[src/rtl/core/fas_pkg.sv]
package fas_pkg;
  localparam int FracBits = 23;
  localparam int ExpBits  = 8;
  localparam int SigBits  = FracBits + 1;
  localparam int SumBits  = SigBits + 1;
  localparam int ExpWide  = ExpBits + 2;

  typedef struct packed {
    logic                 sign;
    logic [ExpWide-1:0]   expo;
    logic [SumBits-1:0]   mag;
    logic                 zero;
  } fas_mid_t;
endpackage

[src/rtl/core/float32_add_sub_truncating.sv]
// single-precision add/subtract, truncating, no rounding or special values
// input channel: in_valid/in_ready with kind, operand_a, operand_b
//   kind 0 adds, kind 1 subtracts operand_b from operand_a
// output channel: out_valid/out_ready with sum_word and range_error
//   range_error flags a result exponent outside 0..255; the field wraps
// two register stages: stage one aligns and adds or subtracts, stage two
//   normalizes and packs; each result is held first in the mid register and
//   then in the sum_word/range_error output register
// throughput is one transfer per cycle; each stage holds when the stage
//   after it is full and not draining, so a stalled receiver backs up the
//   pipe one stage at a time and in_ready drops only when both are full
// exact cancellation gives +0; an emptied difference lowers exponent by 24
// reset clears both stage valid bits; payload registers are not reset
module float32_add_sub_truncating import fas_pkg::*; (
  input  logic        clk,
  input  logic        rst,
  input  logic        in_valid,
  output logic        in_ready,
  input  logic        kind,
  input  logic [31:0] operand_a,
  input  logic [31:0] operand_b,
  output logic        out_valid,
  input  logic        out_ready,
  output logic [31:0] sum_word,
  output logic        range_error
);

  logic     mid_valid;
  fas_mid_t mid, mid_next;
  logic     mid_ready;

  assign mid_ready = !out_valid || out_ready;
  assign in_ready  = !mid_valid || mid_ready;

  // stage one: unpack, align, add or subtract
  logic               sa, sb;
  logic [ExpBits-1:0] ea, eb;
  logic [SigBits-1:0] ma, mb, big_m, sml_m, t_sh;
  logic [ExpBits-1:0] diff;
  logic               b_big, borrow;
  logic [SumBits-1:0] sum_m;

  always_comb begin
    sa = operand_a[31];
    sb = operand_b[31] ^ kind;
    ea = operand_a[30:23];
    eb = operand_b[30:23];
    ma = {1'b1, operand_a[FracBits-1:0]};
    mb = {1'b1, operand_b[FracBits-1:0]};
    b_big = (eb > ea);
    diff  = b_big ? (eb - ea) : (ea - eb);
    big_m = b_big ? mb : ma;
    sml_m = b_big ? ma : mb;
    // shift by diff-1, keep low bit as borrow, then one more
    if (diff == '0) begin
      t_sh = '0;
      borrow = 1'b0;
    end else begin
      if (diff > ExpBits'(SigBits)) t_sh = '0;
      else t_sh = sml_m >> (diff - 1'b1);
      borrow = t_sh[0];
      sml_m  = t_sh >> 1;
    end
    if (b_big) begin
      mb = big_m;
      ma = sml_m;
    end else begin
      ma = big_m;
      mb = sml_m;
    end
    mid_next.expo = {2'b00, (b_big ? eb : ea)};
    mid_next.zero = (operand_a[22:0] == operand_b[22:0]) && (ea == eb) && (sa != sb);
    if (sa == sb) begin
      sum_m = {1'b0, ma} + {1'b0, mb};
      mid_next.sign = sa;
    end else if (ma > mb) begin
      sum_m = {1'b0, ma} - {1'b0, mb} - SumBits'(borrow);
      mid_next.sign = sa;
    end else begin
      sum_m = {1'b0, mb} - {1'b0, ma} - SumBits'(borrow);
      mid_next.sign = sb;
    end
    mid_next.mag = sum_m;
  end

  always_ff @(posedge clk) begin
    if (rst) begin
      mid_valid <= 1'b0;
    end else if (in_ready) begin
      mid_valid <= in_valid;
    end
    if (in_ready && in_valid) begin
      mid <= mid_next;
    end
  end

  // stage two: leading-one normalize and pack
  logic [4:0]          lead;
  logic                found;
  logic [SumBits-1:0]  nm;
  logic signed [ExpWide:0] e_n;
  logic [31:0]         word_next;
  logic                err_next;

  always_comb begin
    lead  = '0;
    found = 1'b0;
    for (int i = 0; i < SumBits; i++) begin
      if (mid.mag[i]) begin
        lead  = 5'(i);
        found = 1'b1;
      end
    end
    e_n = $signed({1'b0, mid.expo});
    if (!found) begin
      nm  = '0;
      e_n = e_n - (ExpWide+1)'(SigBits);
    end else if (lead == 5'(SigBits)) begin
      nm  = mid.mag >> 1;
      e_n = e_n + $signed((ExpWide+1)'(1));
    end else begin
      nm  = mid.mag << (5'(FracBits) - lead);
      e_n = e_n - $signed({1'b0, (ExpWide)'(5'(FracBits) - lead)});
    end
    err_next = (e_n < 0) || (e_n > 255);
    word_next = {mid.sign, e_n[ExpBits-1:0], nm[FracBits-1:0]};
    if (mid.zero) begin
      word_next = '0;
      err_next  = 1'b0;
    end
  end

  always_ff @(posedge clk) begin
    if (rst) begin
      out_valid <= 1'b0;
    end else if (mid_ready) begin
      out_valid <= mid_valid;
    end
    if (mid_ready && mid_valid) begin
      sum_word    <= word_next;
      range_error <= err_next;
    end
  end

`ifndef SYNTHESIS
  a_in_ready: assert property (@(posedge clk) disable iff (rst)
    (!mid_valid || !out_valid) |-> in_ready) else $error("in_ready low with room");
  a_adv: assert property (@(posedge clk) disable iff (rst)
    (mid_valid && mid_ready) |=> out_valid) else $error("result lost");
  a_hold: assert property (@(posedge clk) disable iff (rst)
    (out_valid && !out_ready) |=> $stable(sum_word)) else $error("result changed");
`endif

endmodule
[config.mk]
export PLATFORM = sky130hd
export DESIGN_NAME = float32_add_sub_truncating
export DESIGN_NICKNAME = d
export VERILOG_FILES = /design/src/rtl/core/fas_pkg.sv /design/src/rtl/core/float32_add_sub_truncating.sv
export SDC_FILE = /design/constraint.sdc
export NUM_CORES = 1
export LEC_CHECK = 0
export BUFFER_PORTS_ARGS = -buffer_cell sky130_fd_sc_hd__buf_4
export CORE_MARGIN = 1.5
export CORE_UTILIZATION = 68
export DETAILED_ROUTE_END_ITERATION = 10
export PLACE_DENSITY = 0.91
export SYNTH_ARGS = -nofsm -noshare
export SYNTH_HDL_FRONTEND = slang
export SYNTH_SLANG_ARGS = --single-unit
[constraint.sdc]
create_clock -name clk -period 11.35 [get_ports clk]
set_input_delay 0.5675 -clock clk [delete_from_list [all_inputs] [get_ports clk]]
set_output_delay 0.5675 -clock clk [all_outputs]
set_load 0.01 [all_outputs]
==> flow_summary_export.csv <==
group,metric,value,unit
status,status,"finished clean",
floorplan,ios,104,
yosys,synth_edf_count,68,
global_route,grt_pass1_vias,12800,
critical_path,worstPathArrival,9670,ps
sta,period_share,84.4,%
sta,maxSlewViolCount,0,
yosys,netlist_area,13000,um2
layout,syn2layout_area_growth,9.58,%
yosys,ys_warn_count,0,
sta,clock_skew,9.71,ps
sta,finalSetupViolations,0,
power_and_ir_drop,power,2470,uW
clock_tree,clockBufferDepth,2,
placement,dpl-instance-area,14000,um2
placement,portBuffers,103,
floorplan,core_area,18700,um2
layout,fin_area,14300,um2
critical_path,cp.required,11440,ps
critical_path,crit_fanout,18,
clock_tree,clk_pin_slew_worst_paths,60,ps
clock_tree,root_buffer,"clkbuf_16",
sta,hold_viol_final,0,
clock_tree,cts_resized,0,
sta,slew_headroom,30.1,%
floorplan,die_y,141,um
power_and_ir_drop,leakage,0.00626,uW
routing,dr.pass1.iters,6,
clock_tree,clkSinkCount,70,
layout,nets,1946,
sta,rsz0062_at_grt,"no",
sta,min_period,9580,ps
critical_path,start_kind,"input port",
critical_path,cp_common_cell,"a21oi_1",
yosys,synthArstFlopShare,0,%
yosys,synth_nets,1887,
global_route,track_usage,41.3,%
global_route,overflow,0,
yosys,synth_flop_cell,"edfxtp_1",
yosys,syn_area_per_cell,7.85,um2
clock_tree,tritoncts,"built",
global_route,grt_pass1_wl,66000,um
clock_tree,post-cts-setup-buffers,0,
power_and_ir_drop,p_per_area,173,nW/um2
run,cap_violations,0,
placement,routabilityCongestion,1.02,
global_route,grt_max_degree,68,
clock_tree,cts_buffers,9,
floorplan,dieArea,20000,um2
critical_path,critical-path-top-delay-family,"compound AO/OA/AOI/OAI gates",
routing,vias,13400,
sta,worstMarginPinSlew,1040,ps
routing,drc,0,
layout,n_antenna_cell,0,
critical_path,max_stage_delay,900,ps
routing,wirelength,41100,um
worst_hold_path,holdCritPathClass,"input port to flip-flop",
sta,fmax,104,MHz
routing,wl_per_cell,21.0,um
yosys,seq_area_frac_synth,16.0,%
yosys,ys_types,95,
floorplan,rows,50,
placement,place_hpwl,32400,um
critical_path,path_buf_inv,3,
routing,viasPerCell,6.85,
power_and_ir_drop,ir_drop,0.108,mV
routing,ant_nets,0,
yosys,netlist_instances,1657,
global_route,antenna_found_initial,0,
critical_path,end_kind,"flip-flop",
floorplan,die_w,141,um
sta,fin_setup_tns,0,ps
sta,hold_ws,391,ps
clock_tree,clk_latency,340,ps
clock_tree,htreeDepth,3,
yosys,ys_seq_elements,70,
critical_path,critical_path.slowest_cell,"nor3_1",
routing,drt_first_iter_violations,1678,
critical_path,critPathKind,"input port to flip-flop",
floorplan,start_util,69.6,%
clock_tree,cts_hold_buf,0,
layout,drive_above_1_share,12.3,%
[synthesized netlist by cell type, types with 11 or more instances]
master | number | area (um2)
a211oi_1 | 31 | 233
a21o_1 | 33 | 248
a21oi_1 | 118 | 591
a22o_1 | 15 | 131
a22oi_1 | 14 | 105
a31oi_1 | 14 | 87.6
clkbuf_1 | 61 | 229
edfxtp_1 | 68 | 2040
fa_1 | 16 | 320
ha_1 | 145 | 1810
inv_1 | 147 | 552
mux2i_1 | 93 | 931
mux4_2 | 17 | 383
nand2_1 | 162 | 608
nand2b_1 | 14 | 87.6
nand3_1 | 33 | 165
nand4_1 | 12 | 75.1
nor2_1 | 128 | 480
nor2b_1 | 13 | 81.3
nor3_1 | 50 | 250
nor4_1 | 25 | 156
o211ai_1 | 15 | 113
o21a_1 | 18 | 135
o21ai_0 | 103 | 515
o21bai_1 | 17 | 128
o31ai_1 | 11 | 82.6
xnor2_1 | 53 | 464
xor2_1 | 44 | 385
[cells by family after synthesis]
group                      count (synthesis)  synth area share, %
muxes                                    121                 11.1
and+or+nand+nor                          484                 17.2
xor gates and xnor gates                  99                 6.78
buffers and inverters                    228                 6.81
AOI/OAI and AO/OA                        494                 25.7
adders and majority gates                161                 16.4
DFF                                       70                 16.0
[power by group]
part	switching [uW]	internal, uW
clock	109	171
combinational	1070	694
sequential	69.1	358
total	1250	1220
[routing by layer]
layer | vias up | part of all wire, % | wire length (um) | GRT usage [%]
li1 | 6149 | - | - | -
met1 | 6182 | 39 | 15800 | 52.7
met2 | 879 | 47 | 19200 | 68.8
met3 | 176 | 9.8 | 4010 | 5.47
met4 | 0 | 5.0 | 2070 | 21.1
met5 | - | 0 | 0 | 0
[cell type report]
type / instances / area (um2)
clock buffer: 9 / 225
clock inverter: 7 / 73.8
fill: 1386 / 4450
inverter: 151 / 567
multi-input combinational: 1359 / 10100
sequential: 70 / 2080
tap: 234 / 293
timing repair buffer: 125 / 938
[cell usage in the layout (no fill, tap or decap), types with 50 or more instances in the layout]
cell type / Yosys / final
a21oi_1: 118 / 118
xnor2_1: 53 / 52
mux2i_1: 93 / 93
nor2_1: 128 / 128
buf_4: 2 / 125
o21ai_0: 103 / 102
inv_1: 147 / 147
edfxtp_1: 68 / 68
nand2_1: 162 / 162
nor3_1: 50 / 50
ha_1: 145 / 145
[per-stage QoR]
step | util, % | instances | worst slack, ps
2_1_floorplan | - | 1657 | 3730
3_3_place_gp | 74.6 | 1939 | 1920
3_5_place_dp | 74.6 | 1939 | 1720
4_1_cts | 76.2 | 1955 | 2040
5_1_grt | 76.2 | 1955 | 898
6_report | 76.2 | 1955 | 1770
[sequential cells by signal, indices dropped and copies added (netlist names)]
register     flops
out_valid        1
range_error      1
sum_word        32
mid_valid        1
mid             35
[path summary, 6_finish.rpt]
check / startpoint / to / slack (ps) / cells past startpoint
min reg2reg: mid_valid / mid_valid / 560 / 2
max reg2reg: mid[4] / range_error / 6210 / 23
min: rst / out_valid / 390 / 2
max: operand_b[23] / mid[25] / 1770 / 35
Note: power is estimated with default switching activity, not from simulation.
